==> src/hw/rtl/assert_macros.svh <==
// Assertion macros shared by the RTL modules of the box overlap scan.
// No dependencies; the checks fall away when SYNTHESIS is defined.
`ifndef ASSERT_MACROS_SVH
`define ASSERT_MACROS_SVH
`ifndef SYNTHESIS
// Property that must hold at every clock edge out of reset
`define ASSERT_CLK(lbl, clk, rst_n, prop) \
    lbl: assert property (@(posedge clk) disable iff (!rst_n) prop) \
        else $error("assertion failed");
// Condition that must never be seen out of reset
`define ASSERT_NEVER(lbl, clk, rst_n, cond) \
    lbl: assert property (@(posedge clk) disable iff (!rst_n) !(cond)) \
        else $error("forbidden condition seen");
`else
`define ASSERT_CLK(lbl, clk, rst_n, prop)
`define ASSERT_NEVER(lbl, clk, rst_n, cond)
`endif
`endif

==> src/hw/rtl/lbos_pkg.sv <==
// Shared types and constants of the layered box overlap scan.
// No dependencies; used by the controller, the datapath and the top level.
package lbos_pkg;

    // Request codes
    localparam logic REQ_WRITE = 1'b0;
    localparam logic REQ_SCAN  = 1'b1;

    // Field widths
    localparam int IDX_W   = 3;
    localparam int LAYER_W = 4;
    localparam int POS_W   = 16;
    localparam int EXT_W   = 15;
    // Edge in Q.1: 2*centre +/- size
    localparam int EDGE_W  = POS_W + 2;
    // 2*(size_a + size_b)
    localparam int SPAN_W  = EXT_W + 2;

    // One stored box slot
    typedef struct packed {
        logic [EXT_W-1:0]   extent_y;
        logic [EXT_W-1:0]   extent_x;
        logic [POS_W-1:0]   centre_y;
        logic [POS_W-1:0]   centre_x;
        logic [LAYER_W-1:0] layer_to;
        logic [LAYER_W-1:0] layer_from;
        logic               handler;
        logic               enabled;
    } slot_t;

    // Controller to datapath
    typedef struct packed {
        logic start;
        logic issue;
        logic wr_en;
    } cmd_t;

    // Datapath to controller
    typedef struct packed {
        logic adv;
        logic pair_last;
        logic done;
    } status_t;

endpackage

==> src/hw/rtl/lbos_ram.sv <==
// Generic RAM: one write port, two read ports with registered read data.
// No dependencies.
module lbos_ram #(
    parameter int WIDTH = 8,
    parameter int DEPTH = 8
) (
    input  logic                     clk,
    input  logic                     wr_en,
    input  logic [$clog2(DEPTH)-1:0] wr_addr,
    input  logic [WIDTH-1:0]         wr_data,
    input  logic                     rd_en,
    input  logic [$clog2(DEPTH)-1:0] rd_addr_a,
    output logic [WIDTH-1:0]         rd_data_a,
    input  logic [$clog2(DEPTH)-1:0] rd_addr_b,
    output logic [WIDTH-1:0]         rd_data_b
);

    logic [WIDTH-1:0] mem [DEPTH];

    // Write port
    always_ff @(posedge clk)
    begin
        if (wr_en)
        begin
            mem[wr_addr] <= wr_data;
        end
    end

    // Registered read ports, hold while rd_en is low
    always_ff @(posedge clk)
    begin
        if (rd_en)
        begin
            rd_data_a <= mem[rd_addr_a];
            rd_data_b <= mem[rd_addr_b];
        end
    end

endmodule

==> src/hw/rtl/lbos_ctrl.sv <==
// Controller of the box overlap scan: request handshake and scan sequencing.
// Depends on lbos_pkg and assert_macros.svh.
`include "assert_macros.svh"

module lbos_ctrl (
    input  logic               clk,
    input  logic               rst_n,
    input  logic               in_valid,
    output logic               in_stall,
    input  logic               req_type,
    output lbos_pkg::cmd_t     cmd,
    input  lbos_pkg::status_t  status
);

    typedef enum logic [1:0] {
        ST_IDLE,
        ST_SCAN,
        ST_DRAIN
    } state_t;

    state_t state_reg;
    state_t state_next;
    logic   stall_reg;
    logic   stall_next;
    logic   accept;

    // Take a request only while idle
    assign accept    = in_valid && !stall_reg;
    assign in_stall  = stall_reg;
    assign cmd.wr_en = accept && (req_type == lbos_pkg::REQ_WRITE);
    assign cmd.start = accept && (req_type == lbos_pkg::REQ_SCAN);
    assign cmd.issue = (state_reg == ST_SCAN);

    // Next state
    always_comb
    begin
        state_next = state_reg;
        unique case (state_reg)
            ST_IDLE:
            begin
                if (cmd.start)
                begin
                    state_next = ST_SCAN;
                end
            end
            ST_SCAN:
            begin
                if (status.adv && status.pair_last)
                begin
                    state_next = ST_DRAIN;
                end
            end
            ST_DRAIN:
            begin
                if (status.done)
                begin
                    state_next = ST_IDLE;
                end
            end
            default:
            begin
                state_next = ST_IDLE;
            end
        endcase
        stall_next = (state_next != ST_IDLE);
    end

    // State and registered stall
    always_ff @(posedge clk or negedge rst_n)
    begin
        if (!rst_n)
        begin
            state_reg <= ST_IDLE;
            stall_reg <= 1'b0;
        end
        else
        begin
            state_reg <= state_next;
            stall_reg <= stall_next;
        end
    end

    `ASSERT_CLK(a_done_in_drain, clk, rst_n, status.done |-> (state_reg == ST_DRAIN))
    `ASSERT_CLK(a_scan_to_drain, clk, rst_n, (state_reg == ST_SCAN && status.adv && status.pair_last) |=> (state_reg == ST_DRAIN))
    `ASSERT_NEVER(a_start_busy, clk, rst_n, cmd.start && (state_reg != ST_IDLE))

endmodule

==> src/hw/rtl/lbos_dp.sv <==
// Datapath of the box overlap scan: slot table, pair counter, overlap
// pipeline and result buffering. Depends on lbos_pkg, lbos_ram, assert_macros.svh.
`include "assert_macros.svh"

module lbos_dp #(
    parameter int MAX_BOXES = 8
) (
    input  logic                                 clk,
    input  logic                                 rst_n,
    input  lbos_pkg::cmd_t                       cmd,
    output lbos_pkg::status_t                    status,
    input  logic [lbos_pkg::IDX_W-1:0]           box_index,
    input  logic                                 box_enabled,
    input  logic                                 has_handler,
    input  logic [lbos_pkg::LAYER_W-1:0]         layer_from,
    input  logic [lbos_pkg::LAYER_W-1:0]         layer_to,
    input  logic signed [lbos_pkg::POS_W-1:0]    centre_x,
    input  logic signed [lbos_pkg::POS_W-1:0]    centre_y,
    input  logic [lbos_pkg::EXT_W-1:0]           extent_x,
    input  logic [lbos_pkg::EXT_W-1:0]           extent_y,
    output logic                                 out_valid,
    input  logic                                 out_stall,
    output logic [lbos_pkg::IDX_W-1:0]           source_slot,
    output logic [lbos_pkg::IDX_W-1:0]           target_slot,
    output logic                                 hit,
    output logic                                 last
);

    localparam int SLOT_W = $clog2(MAX_BOXES);
    localparam int IDX_W1 = lbos_pkg::IDX_W + 1;
    localparam int WORD_W = $bits(lbos_pkg::slot_t);
    localparam int EPAD_W = lbos_pkg::EDGE_W - lbos_pkg::EXT_W;
    localparam logic [SLOT_W-1:0] SLOT_LAST  = SLOT_W'(MAX_BOXES - 1);
    localparam logic [IDX_W1-1:0] SLOT_LIMIT = IDX_W1'(MAX_BOXES);

    // Edges of one axis for one pair
    typedef struct packed {
        logic [lbos_pkg::EDGE_W-1:0] ra;
        logic [lbos_pkg::EDGE_W-1:0] la;
        logic [lbos_pkg::EDGE_W-1:0] rb;
        logic [lbos_pkg::EDGE_W-1:0] lb;
        logic [lbos_pkg::SPAN_W-1:0] span;
    } axis_t;

    // Form Q.1 edges and the span limit of one axis
    function automatic axis_t axis_edges(
        input logic [lbos_pkg::POS_W-1:0] ca,
        input logic [lbos_pkg::EXT_W-1:0] sa,
        input logic [lbos_pkg::POS_W-1:0] cb,
        input logic [lbos_pkg::EXT_W-1:0] sb
    );
        axis_t                       r;
        logic [lbos_pkg::EDGE_W-1:0] dca;
        logic [lbos_pkg::EDGE_W-1:0] dcb;
        logic [lbos_pkg::EDGE_W-1:0] esa;
        logic [lbos_pkg::EDGE_W-1:0] esb;
        dca    = {ca[lbos_pkg::POS_W-1], ca, 1'b0};
        dcb    = {cb[lbos_pkg::POS_W-1], cb, 1'b0};
        esa    = {{EPAD_W{1'b0}}, sa};
        esb    = {{EPAD_W{1'b0}}, sb};
        r.ra   = dca + esa;
        r.la   = dca - esa;
        r.rb   = dcb + esb;
        r.lb   = dcb - esb;
        r.span = {({1'b0, sa} + {1'b0, sb}), 1'b0};
        return r;
    endfunction

    // Inclusive overlap: max(right) - min(left) <= 2*(sa + sb)
    function automatic logic axis_overlap(input axis_t a);
        logic [lbos_pkg::EDGE_W-1:0] hi;
        logic [lbos_pkg::EDGE_W-1:0] lo;
        logic [lbos_pkg::EDGE_W-1:0] diff;
        hi   = ($signed(a.ra) > $signed(a.rb)) ? a.ra : a.rb;
        lo   = ($signed(a.la) < $signed(a.lb)) ? a.la : a.lb;
        diff = hi - lo;
        return diff <= {1'b0, a.span};
    endfunction

    logic                  adv;
    logic                  issue_now;
    logic                  wr_ok;
    logic [SLOT_W-1:0]     wr_addr;
    lbos_pkg::slot_t       wr_word;
    lbos_pkg::slot_t       rd_a;
    lbos_pkg::slot_t       rd_b;
    logic [WORD_W-1:0]     rd_data_a;
    logic [WORD_W-1:0]     rd_data_b;
    logic [MAX_BOXES-1:0]  vld_reg;

    logic [SLOT_W-1:0]     s_reg;
    logic [SLOT_W-1:0]     t_reg;

    logic                  v1_reg;
    logic                  end1_reg;
    logic [SLOT_W-1:0]     s1_reg;
    logic [SLOT_W-1:0]     t1_reg;
    logic                  vs1_reg;
    logic                  vt1_reg;
    logic                  ok1;

    logic                  v2_reg;
    logic                  end2_reg;
    logic                  ok2_reg;
    logic [SLOT_W-1:0]     s2_reg;
    logic [SLOT_W-1:0]     t2_reg;
    axis_t                 ax2_reg;
    axis_t                 ay2_reg;

    logic                  hit_now;
    logic                  fin_end;

    logic                  pend_valid_reg;
    logic                  pend_valid_next;
    logic [SLOT_W-1:0]     pend_s_reg;
    logic [SLOT_W-1:0]     pend_s_next;
    logic [SLOT_W-1:0]     pend_t_reg;
    logic [SLOT_W-1:0]     pend_t_next;

    logic                  out_valid_reg;
    logic                  out_valid_next;
    logic [SLOT_W-1:0]     out_src_reg;
    logic [SLOT_W-1:0]     out_src_next;
    logic [SLOT_W-1:0]     out_tgt_reg;
    logic [SLOT_W-1:0]     out_tgt_next;
    logic                  out_hit_reg;
    logic                  out_hit_next;
    logic                  out_last_reg;
    logic                  out_last_next;

    // Pipeline moves whenever the output register is free or being taken
    assign adv       = !out_valid_reg || !out_stall;
    assign issue_now = cmd.issue && adv;

    assign status.adv       = adv;
    assign status.pair_last = (s_reg == SLOT_LAST) && (t_reg == SLOT_LAST);
    assign status.done      = fin_end && adv;

    // Slot write: drop writes beyond the table
    assign wr_ok   = cmd.wr_en && ({1'b0, box_index} < SLOT_LIMIT);
    assign wr_addr = box_index[SLOT_W-1:0];

    always_comb
    begin
        wr_word            = '0;
        wr_word.enabled    = box_enabled;
        wr_word.handler    = has_handler;
        wr_word.layer_from = layer_from;
        wr_word.layer_to   = layer_to;
        wr_word.centre_x   = centre_x;
        wr_word.centre_y   = centre_y;
        wr_word.extent_x   = extent_x;
        wr_word.extent_y   = extent_y;
    end

    lbos_ram #(
        .WIDTH (WORD_W),
        .DEPTH (MAX_BOXES)
    ) u_slot_ram (
        .clk       (clk),
        .wr_en     (wr_ok),
        .wr_addr   (wr_addr),
        .wr_data   (wr_word),
        .rd_en     (adv),
        .rd_addr_a (s_reg),
        .rd_data_a (rd_data_a),
        .rd_addr_b (t_reg),
        .rd_data_b (rd_data_b)
    );

    assign rd_a = lbos_pkg::slot_t'(rd_data_a);
    assign rd_b = lbos_pkg::slot_t'(rd_data_b);

    // Mark written slots; an unwritten slot reads as disabled
    always_ff @(posedge clk or negedge rst_n)
    begin
        if (!rst_n)
        begin
            vld_reg <= '0;
        end
        else if (wr_ok)
        begin
            vld_reg[wr_addr] <= 1'b1;
        end
    end

    // Advance the pair counter, target inner
    always_ff @(posedge clk or negedge rst_n)
    begin
        if (!rst_n)
        begin
            s_reg <= '0;
            t_reg <= '0;
        end
        else if (cmd.start)
        begin
            s_reg <= '0;
            t_reg <= '0;
        end
        else if (issue_now)
        begin
            if (t_reg == SLOT_LAST)
            begin
                t_reg <= '0;
                s_reg <= s_reg + 1'b1;
            end
            else
            begin
                t_reg <= t_reg + 1'b1;
            end
        end
    end

    // Stage 1: slot data arrives from the RAM
    always_ff @(posedge clk or negedge rst_n)
    begin
        if (!rst_n)
        begin
            v1_reg   <= 1'b0;
            end1_reg <= 1'b0;
        end
        else if (adv)
        begin
            v1_reg   <= issue_now;
            end1_reg <= issue_now && status.pair_last;
        end
    end

    always_ff @(posedge clk)
    begin
        if (adv)
        begin
            s1_reg  <= s_reg;
            t1_reg  <= t_reg;
            vs1_reg <= vld_reg[s_reg];
            vt1_reg <= vld_reg[t_reg];
        end
    end

    // Pair qualifies on flags, layers and distinct slots
    assign ok1 = vs1_reg && rd_a.enabled && (rd_a.layer_to != '0) &&
                 (rd_a.layer_to == rd_b.layer_from) &&
                 vt1_reg && rd_b.enabled && rd_b.handler && (s1_reg != t1_reg);

    // Stage 2: hold edges and span limits
    always_ff @(posedge clk or negedge rst_n)
    begin
        if (!rst_n)
        begin
            v2_reg   <= 1'b0;
            end2_reg <= 1'b0;
        end
        else if (adv)
        begin
            v2_reg   <= v1_reg;
            end2_reg <= end1_reg;
        end
    end

    always_ff @(posedge clk)
    begin
        if (adv)
        begin
            ok2_reg <= ok1;
            s2_reg  <= s1_reg;
            t2_reg  <= t1_reg;
            ax2_reg <= axis_edges(rd_a.centre_x, rd_a.extent_x,
                                  rd_b.centre_x, rd_b.extent_x);
            ay2_reg <= axis_edges(rd_a.centre_y, rd_a.extent_y,
                                  rd_b.centre_y, rd_b.extent_y);
        end
    end

    assign hit_now = v2_reg && ok2_reg && axis_overlap(ax2_reg) && axis_overlap(ay2_reg);
    assign fin_end = v2_reg && end2_reg;

    // Hold one hit back so the final one can carry last
    always_comb
    begin
        pend_valid_next = pend_valid_reg;
        pend_s_next     = pend_s_reg;
        pend_t_next     = pend_t_reg;
        out_valid_next  = out_valid_reg && out_stall;
        out_src_next    = out_src_reg;
        out_tgt_next    = out_tgt_reg;
        out_hit_next    = out_hit_reg;
        out_last_next   = out_last_reg;
        if (adv)
        begin
            priority if (fin_end)
            begin
                out_valid_next  = 1'b1;
                out_last_next   = 1'b1;
                out_hit_next    = pend_valid_reg;
                out_src_next    = pend_valid_reg ? pend_s_reg : '0;
                out_tgt_next    = pend_valid_reg ? pend_t_reg : '0;
                pend_valid_next = 1'b0;
            end
            else if (hit_now)
            begin
                if (pend_valid_reg)
                begin
                    out_valid_next = 1'b1;
                    out_last_next  = 1'b0;
                    out_hit_next   = 1'b1;
                    out_src_next   = pend_s_reg;
                    out_tgt_next   = pend_t_reg;
                end
                pend_valid_next = 1'b1;
                pend_s_next     = s2_reg;
                pend_t_next     = t2_reg;
            end
        end
    end

    always_ff @(posedge clk or negedge rst_n)
    begin
        if (!rst_n)
        begin
            pend_valid_reg <= 1'b0;
            out_valid_reg  <= 1'b0;
        end
        else
        begin
            pend_valid_reg <= pend_valid_next;
            out_valid_reg  <= out_valid_next;
        end
    end

    always_ff @(posedge clk)
    begin
        pend_s_reg   <= pend_s_next;
        pend_t_reg   <= pend_t_next;
        out_src_reg  <= out_src_next;
        out_tgt_reg  <= out_tgt_next;
        out_hit_reg  <= out_hit_next;
        out_last_reg <= out_last_next;
    end

    assign out_valid   = out_valid_reg;
    assign source_slot = lbos_pkg::IDX_W'(out_src_reg);
    assign target_slot = lbos_pkg::IDX_W'(out_tgt_reg);
    assign hit         = out_hit_reg;
    assign last        = out_last_reg;

    `ASSERT_CLK(a_end_clears_pend, clk, rst_n, (v2_reg && end2_reg && adv) |=> !pend_valid_reg)
    `ASSERT_NEVER(a_self_hit, clk, rst_n, out_valid_reg && out_hit_reg && (out_src_reg == out_tgt_reg))
    `ASSERT_CLK(a_marker_last, clk, rst_n, (out_valid_reg && !out_hit_reg) |-> out_last_reg)

endmodule

==> src/hw/rtl/layered_box_overlap_scan_top.sv <==
// Layered box overlap scan: a table of up to MAX_BOXES axis-aligned boxes
// with an all-pairs overlap scan.
//
// Input channel (in_valid / in_stall): req_type 0 writes the slot named by
// box_index with all box fields; writes to slots at or above MAX_BOXES are
// dropped. A write leaves in_stall low; the next request is taken right after.
// req_type 1 starts a scan of every ordered slot pair, source outer, target
// inner, one pair per cycle through a three-stage read and compare pipeline
// while the output is not stalled. A scan holds in_stall high until its
// final result enters the output register; output stalls prolong it.
// Output channel (out_valid / out_stall): one result per overlapping pair,
// the final one of a scan flagged with last. A scan with no collision gives
// a single result with hit 0 and last 1. One hit is held back until the next
// hit or the end of the scan is known. A stalled output freezes the whole
// pipeline; nothing is lost. Reset clears every slot to disabled and empties
// the pipeline.
// Depends on lbos_pkg, lbos_ctrl, lbos_dp and lbos_ram.
module layered_box_overlap_scan_top #(
    parameter int MAX_BOXES = 8
) (
    input  logic                               clk,
    input  logic                               rst_n,
    input  logic                               in_valid,
    output logic                               in_stall,
    input  logic                               req_type,
    input  logic [lbos_pkg::IDX_W-1:0]         box_index,
    input  logic                               box_enabled,
    input  logic                               has_handler,
    input  logic [lbos_pkg::LAYER_W-1:0]       layer_from,
    input  logic [lbos_pkg::LAYER_W-1:0]       layer_to,
    input  logic signed [lbos_pkg::POS_W-1:0]  centre_x,
    input  logic signed [lbos_pkg::POS_W-1:0]  centre_y,
    input  logic [lbos_pkg::EXT_W-1:0]         extent_x,
    input  logic [lbos_pkg::EXT_W-1:0]         extent_y,
    output logic                               out_valid,
    input  logic                               out_stall,
    output logic [lbos_pkg::IDX_W-1:0]         source_slot,
    output logic [lbos_pkg::IDX_W-1:0]         target_slot,
    output logic                               hit,
    output logic                               last
);

    lbos_pkg::cmd_t    cmd;
    lbos_pkg::status_t status;

    // Request sequencing
    lbos_ctrl u_ctrl (
        .clk      (clk),
        .rst_n    (rst_n),
        .in_valid (in_valid),
        .in_stall (in_stall),
        .req_type (req_type),
        .cmd      (cmd),
        .status   (status)
    );

    // Slot table and pair pipeline
    lbos_dp #(
        .MAX_BOXES (MAX_BOXES)
    ) u_dp (
        .clk         (clk),
        .rst_n       (rst_n),
        .cmd         (cmd),
        .status      (status),
        .box_index   (box_index),
        .box_enabled (box_enabled),
        .has_handler (has_handler),
        .layer_from  (layer_from),
        .layer_to    (layer_to),
        .centre_x    (centre_x),
        .centre_y    (centre_y),
        .extent_x    (extent_x),
        .extent_y    (extent_y),
        .out_valid   (out_valid),
        .out_stall   (out_stall),
        .source_slot (source_slot),
        .target_slot (target_slot),
        .hit         (hit),
        .last        (last)
    );

endmodule
==> config.mk <==
export PLATFORM = sky130hd
export DESIGN_NAME = layered_box_overlap_scan_top
export DESIGN_NICKNAME = d
export VERILOG_FILES = /design/src/hw/rtl/lbos_pkg.sv /design/src/hw/rtl/lbos_ram.sv /design/src/hw/rtl/lbos_ctrl.sv /design/src/hw/rtl/lbos_dp.sv /design/src/hw/rtl/layered_box_overlap_scan_top.sv
export VERILOG_INCLUDE_DIRS = /design/src /design/src/hw/rtl
export SDC_FILE = /design/constraint.sdc
export NUM_CORES = 2
export LEC_CHECK = 0
export ABC_AREA = 1
export BUFFER_PORTS_ARGS = -buffer_cell sky130_fd_sc_hd__buf_2
export CORE_UTILIZATION = 45
export CTS_CLUSTER_SIZE = 28
export DETAILED_ROUTE_END_ITERATION = 8
export GPL_TIMING_DRIVEN = 0
export PLACE_DENSITY = 0.67
export SLEW_MARGIN = 20
export SYNTH_ARGS = -nofsm -noshare
export SYNTH_HDL_FRONTEND = slang
export SYNTH_SLANG_ARGS = --single-unit
export TNS_END_PERCENT = 20
==> constraint.sdc <==
create_clock -name clk -period 11.7 [get_ports clk]
set_input_delay 2.34 -clock clk [delete_from_list [all_inputs] [get_ports clk]]
set_output_delay 2.34 -clock clk [all_outputs]
set_load 0.005 [all_outputs]
* After elaboration in Yosys (flattened, before gate mapping)
Memory sizes are Yosys's and may differ from the RTL's. A register that Yosys moved wholly into a read port is not among the register bits.
Cells that the tools add are included.
** Storage, ports and cells
- Register bits after elaboration :: 228
- Bits in latches :: 0
- Memory bits (writable) :: 576
- Bits in read-only memories :: 0
- Bits of input ports :: 80
- Output and inout port bits :: 10
- Word-level logic and storage cells :: 145
- Memories kept :: 1
** Memory list
- u_dp.u_slot_ram.mem :: depth 8, bits a word 72, read ports 2, clocked after memory_dff 2, write ports 1, line lbos_ram.sv:18 : logic [WIDTH-1:0] mem [DEPTH];
** Operators by class
- Add/subtract/negate cells :: 14
- $mul :: 0
- Div/mod/pow operators :: 0
- Magnitude comparators :: 10
- Equal/unequal tests :: 6
- Shift operators :: 0
- Muxes and demuxes :: 41
- Bitwise operators :: 3
- Reductions and logical operators :: 36
** Operator list (number)
- adder 17 x 16 -> 18 bit :: 4
- 2-to-1 mux 18 bit :: 4
- subtractor 17 x 16 -> 18 bit :: 4
- 2-to-1 mux 3 bit :: 14
- > comparator 18 bit :: 2
- <= comparator 18 x 17 -> 1 bit :: 2
- less-than comparator 18 bit :: 2
- subtractor 18 bit :: 2
- adder 15 x 15 -> 16 bit :: 2
- logical AND 1 bit :: 21
- 2-to-1 mux 1 bit :: 16
- less-than comparator 3 x 4 -> 1 bit, second input constant :: 3
- nonzero test 2 bit :: 5
- OR 8 bit :: 1
- adder 3 x 1 -> 3 bit, second input constant :: 2
- binary-select mux 1 bit (select 3 bit) :: 2
- equality test 3 bit, second input constant :: 2
- 2-to-1 mux 2 bit :: 3
- one-hot mux 2 bit (3 select lines) :: 1
- AND reduction 3 bit :: 2
- equality test 4 bit :: 1
- AND reduction 2 bit :: 2
- nonzero test 4 bit :: 1
- demux 1 bit (select 3 bit) :: 1
- other kinds (8) :: 11

* Longest topological paths before layout
- Depth after elaboration :: 9
- Gate-level depth with buffers :: 43
- Gate-level depth less buffers :: 42

* Cells and area by module
From an unflattened synthesis, not the netlist that was laid out.
** Unflattened totals
- Cell total of the unflattened synthesis :: 6260
- Area total of the unflattened synthesis :: 54134.4 um2
** By module, submodules not included
- lbos_ram :: instances 1, cells an instance 3985, area an instance 35002.3 um2, sequential area each 21620.7 um2
- lbos_dp :: instances 1, cells an instance 2254, area an instance 18983.2 um2, sequential area each 6536.3 um2
- lbos_ctrl :: instances 1, cells an instance 21, area an instance 148.9 um2, sequential area each 75.1 um2

* Least setup slack after synthesis
OpenSTA, ideal clock, no wires.
- Path kind :: input to register
- Start :: in out_stall
- End :: reg u_dp.out_hit_reg (netlist: u_dp.hit), enable pin
- Setup time :: 0.377 ns
- Arrival time :: 11.134 ns
- Data required time :: 11.323 ns
- Path slack :: 0.189 ns
- Cell stages on the path :: 3
- Path buffers :: 0
- Cells stage by stage :: nand2_1 -> inv_1 -> nor2_1
** On the way
- Longest elaborated chain between the ends :: 3
** RTL lines
- from (decl) :: line layered_box_overlap_scan_top.sv:36 : input logic out_stall,
- logical NOT 1 bit :: line lbos_dp.sv:132 : assign adv = !out_valid_reg || !out_stall;
- logical OR 1 bit :: line lbos_dp.sv:132
- AND reduction 3 bit (no source line)
- to (signal assigned) :: line lbos_dp.sv:336 : out_hit_reg <= out_hit_next;
- to (decl) :: line lbos_dp.sv:126 : logic out_hit_reg;
No other way between the ends.
A chain may end at the register's enable or synchronous reset.

* Worst setup path in the final report
- Start :: reg u_dp.ay2_reg[34] in the netlist's numbering
- End :: reg u_dp.out_tgt_reg[1] (netlist: u_dp.target_slot[1]), enable pin
** On the way
- Longest elaborated chain between the ends :: 7
** RTL lines
- from (decl) :: line lbos_dp.sv:108 : axis_t ay2_reg;
- from (signal assigned) :: line lbos_dp.sv:269 : ay2_reg <= axis_edges(rd_a.centre_y, rd_a.extent_y,
- less-than comparator 18 bit :: line lbos_dp.sv:75 : lo = ($signed(a.la) < $signed(a.lb)) ? a.la : a.lb;
- 2-to-1 mux 18 bit * :: line lbos_dp.sv:75
- subtractor 18 bit * :: line lbos_dp.sv:76 : diff = hi - lo;
- <= comparator 18 x 17 -> 1 bit * :: line lbos_dp.sv:77 : return diff <= {1'b0, a.span};
- logical AND 1 bit * :: line lbos_dp.sv:274 : assign hit_now = v2_reg && ok2_reg && axis_overlap(ax2_reg) && axis_overlap(ay2_reg);
- nonzero test 2 bit (no source line) *
- AND reduction 3 bit (no source line) *
- to (signal assigned) :: line lbos_dp.sv:335 : out_tgt_reg <= out_tgt_next;
- to (decl) :: line lbos_dp.sv:124 : logic [SLOT_W-1:0] out_tgt_reg;
Every way passes the cells marked *; elsewhere a longest branch is shown, timed or not.

==> reports/results.txt <==
Outcome - finished, final reports clean
Yosys reg bits - 935
DRT iter0 DRCs - 4767
Fraction of registers with async set/reset - 2.46%
Via count - 38518
Synth Area in Adders - 7.61%
Fin util - 51.4%
Routed wire length - 153000 um
Clk root buf - clkbuf_16
Final net count - 5514
Share of the synthesized area in the top cell type - 55.3%
Post-CTS resize count - 0
Drt drc - 0
Reg area - 0.0280 mm^2
Die Y - 334 um
Clock transition at path regs - 0.06 ns
IO Pins - 90
Mux contribution to synthesized area - 0%
Fin Clk Skew - 0.0194 ns
Clk_lat worst skew - 0.69 ns
Crit path arrival time - 7.74 ns
Fin crit period - 7.43 ns
Number of global-route vias before repair - 37129
Max stage delay on crit path - 0.54 ns
Sequential fraction of the synthesis area - 56.5%
WP data required - 12.01 ns
Period Utilization, post-route - 63.5%
Post-Synth XOR/XNOR Area - 3.08%
Largest net degree at the start of global routing - 57
CTS tree - done
Number of CTS-inserted buffers - 97
GRT overflow - 0
Top post-synthesis cells by area - edfxtp_1, ha_1, o21ai_0
GPL Wtd Cong - 0.971
Cell count after synthesis - 4917
Yosys cell types - 53
Layout cells sized above 1 - 6.78%
CP Class - flop to flop
HPWL Detailed - 114000 um
Largest family of logic cells by synthesized area - compound AO/OA/AOI/OAI gates
CP most frequent cell - nand2_1
Ys Warns - 0
Busiest grt layer - met2
Drt via density - 5.79
Max Clk Rate - 0.135 GHz
Crit-path leading delay family - simple AND/OR/NAND/NOR gates
# hold bufs at CTS - 0
Simple-Gate Fraction of Synth Area - 9.00%
Num rows - 121
CTS Sinks - 935
Slew HR - 19.2%
RSZ-0062 raised after global routing - false
Compound-Gate Fraction of Synth Area - 17.2%
Gr usage total - 27.1%
Synth-to-Final Area Change - 13.2%
Setup violators final - 0
H-tree lvl count - 3
Met2 Use GR - 42.7%
Core region area - 0.109 mm^2
Die area - 0.111 mm^2
Buf/Inv on CP - 3
Filler cell count in the final layout - 9643
Post-synth EDFFs - 912
Final Max Slew Viols - 0
Dpl ws - 4.43 ns
Drt first pass iters - 6
Met3 Use GR - 4.90%
Syn_nets - 5291
Final Hold Viols - 0
Routed Antenna Nets - 0
Top FF cell, synth - edfxtp_1
CP Max Fanout - 10
Max reg flops - 576
Initial antenna violation count - 30
PortBufs - 89
Initial Util - 45.4%
Maxcap violations - 0
Worst Setup Start Kind - flop
Cell taking the most area after synthesis - edfxtp_1
Design area - 0.0560 mm^2
Placement Cell Area - 0.0526 mm^2
Syn Area/Cell - 10.1 um^2
Max Root-Sink Buffers - 3
Routed len/inst - 23.0 um
Crit end category - flop
Slowest-stage cell, CP - nor2_1
Global-route wire length before repair - 226000 um
Hold crit path type - flop to flop
Met1 Use GR - 35.6%
Setup Buffers After CTS - 0
Worst slew pin tran - 1.21 ns
Cell Area, Synth - 0.0495 mm^2
Final setup margin - 4.27 ns
Die X - 334 um
Multi-input logic area - 0.0183 mm^2
[metrics by stage]
step / hold slack [ns] / std cells / setup TNS (ns)
after global routing: 0.435 / 6638 / 0
after CTS: 0.419 / 6634 / 0
after floorplan: 0.400 / 4917 / 0
after global placement: 0.405 / 6420 / -764.60
final: 0.418 / 6648 / 0
after detailed placement: 0.405 / 6455 / 0
[layout make-up]
class	count	share of cell area, %
clock buffers	113	4.53
diodes	14	0.0625
clock inverters	66	1.44
flip-flops and latches	935	49.9
multi-input cells	3121	32.7
well taps	1414	3.16
inverters	606	4.06
plain buffers	255	1.78
repair buffers	124	2.33
[Yosys cell counts (40+ instances only)]
cell      instances
nand3_1          65
nor2_1          354
clkbuf_1        206
inv_1           601
a31oi_1         154
a21oi_1         478
o21ai_0         645
o211ai_1        128
o21ai_1          40
xor2_1          142
edfxtp_1        912
nand2_1         618
ha_1            282
[placed cells by master (no fill, tap or decap), types with 6 or more instances in the layout]
master / synthesis / final
inv_1: 601 / 601
clkbuf_16: 0 / 98
o21bai_1: 15 / 15
a21o_1: 9 / 9
buf_16: 0 / 21
clkinv_2: 0 / 15
nand3_1: 65 / 65
o211ai_1: 128 / 128
buf_12: 0 / 14
a21boi_1: 15 / 15
nand4_1: 16 / 16
a221oi_1: 6 / 6
ha_1: 282 / 282
nor3_1: 23 / 23
o22ai_1: 11 / 11
a31oi_1: 154 / 154
xnor2_1: 32 / 32
clkbuf_1: 206 / 215
xor2_1: 142 / 142
o21ai_0: 645 / 645
a211oi_1: 9 / 9
diode_2: 0 / 14
buf_1: 24 / 24
clkinv_1: 0 / 20
clkinvlp_4: 0 / 6
o21ai_1: 40 / 40
nand2_1: 618 / 617
fa_1: 12 / 12
nor2_4: 0 / 8
buf_2: 22 / 111
nand2_2: 6 / 6
dfrtp_1: 23 / 23
edfxtp_1: 912 / 912
a21oi_1: 478 / 478
nor2_1: 354 / 346
bufinv_16: 0 / 17
o21ai_2: 9 / 9
[logic make-up (layout without fill, tap and decap cells)]
kind of cell,Yosys count,count (layout)
AO/OA/AOI/OAI,1543,1543
XOR/XNOR,174,174
adder cells (fa/ha/maj),294,294
buffers and inverters,861,1164
flip-flops,935,935
other,0,14
AND/OR/NAND/NOR,1110,1110
[worst reg2reg max path: cells and delay by family (launching register included)]
family                   cells  cell delay (ns)
buffers and inverters        3             0.65
AO/OA/AOI/OAI                9             1.89
adder cells (fa/ha/maj)      3             1.04
flip-flops                   1             0.48
XOR/XNOR                     1             0.16
AND/OR/NAND/NOR             19             2.84
[layer usage]
metal	part of all wire, %	vias to the layer above	wire length, um
li1	-	17720	-
met1	40	18228	60800
met2	45	2087	69400
met3	9.6	461	14700
met4	5.1	22	7840
met5	0.088	-	134
[final timing paths]
| kind | startpoint | end | slack (ns) | depth (start not counted) |
|---|---|---|---|---|
| max in group asynchronous | rst_n | u_dp.vld_reg[0] | 9.71 | 1 |
| worst max register to register | u_dp.ay2_reg[34] | u_dp.target_slot[1] | 4.27 | 35 |
| worst max-delay path | u_dp.ay2_reg[34] | u_dp.target_slot[1] | 4.27 | 35 |
| worst min register to register | u_dp.s2_reg[2] | u_dp.pend_s_reg[2] | 0.42 | 0 |
| min in group asynchronous | rst_n | u_dp.vld_reg[4] | 1.64 | 1 |
| worst min-delay path | u_dp.s2_reg[2] | u_dp.pend_s_reg[2] | 0.42 | 0 |
Power is left out: the tool's default activity adds up to more than one toggle a clock period on the data nets, which glitch-free logic cannot reach.
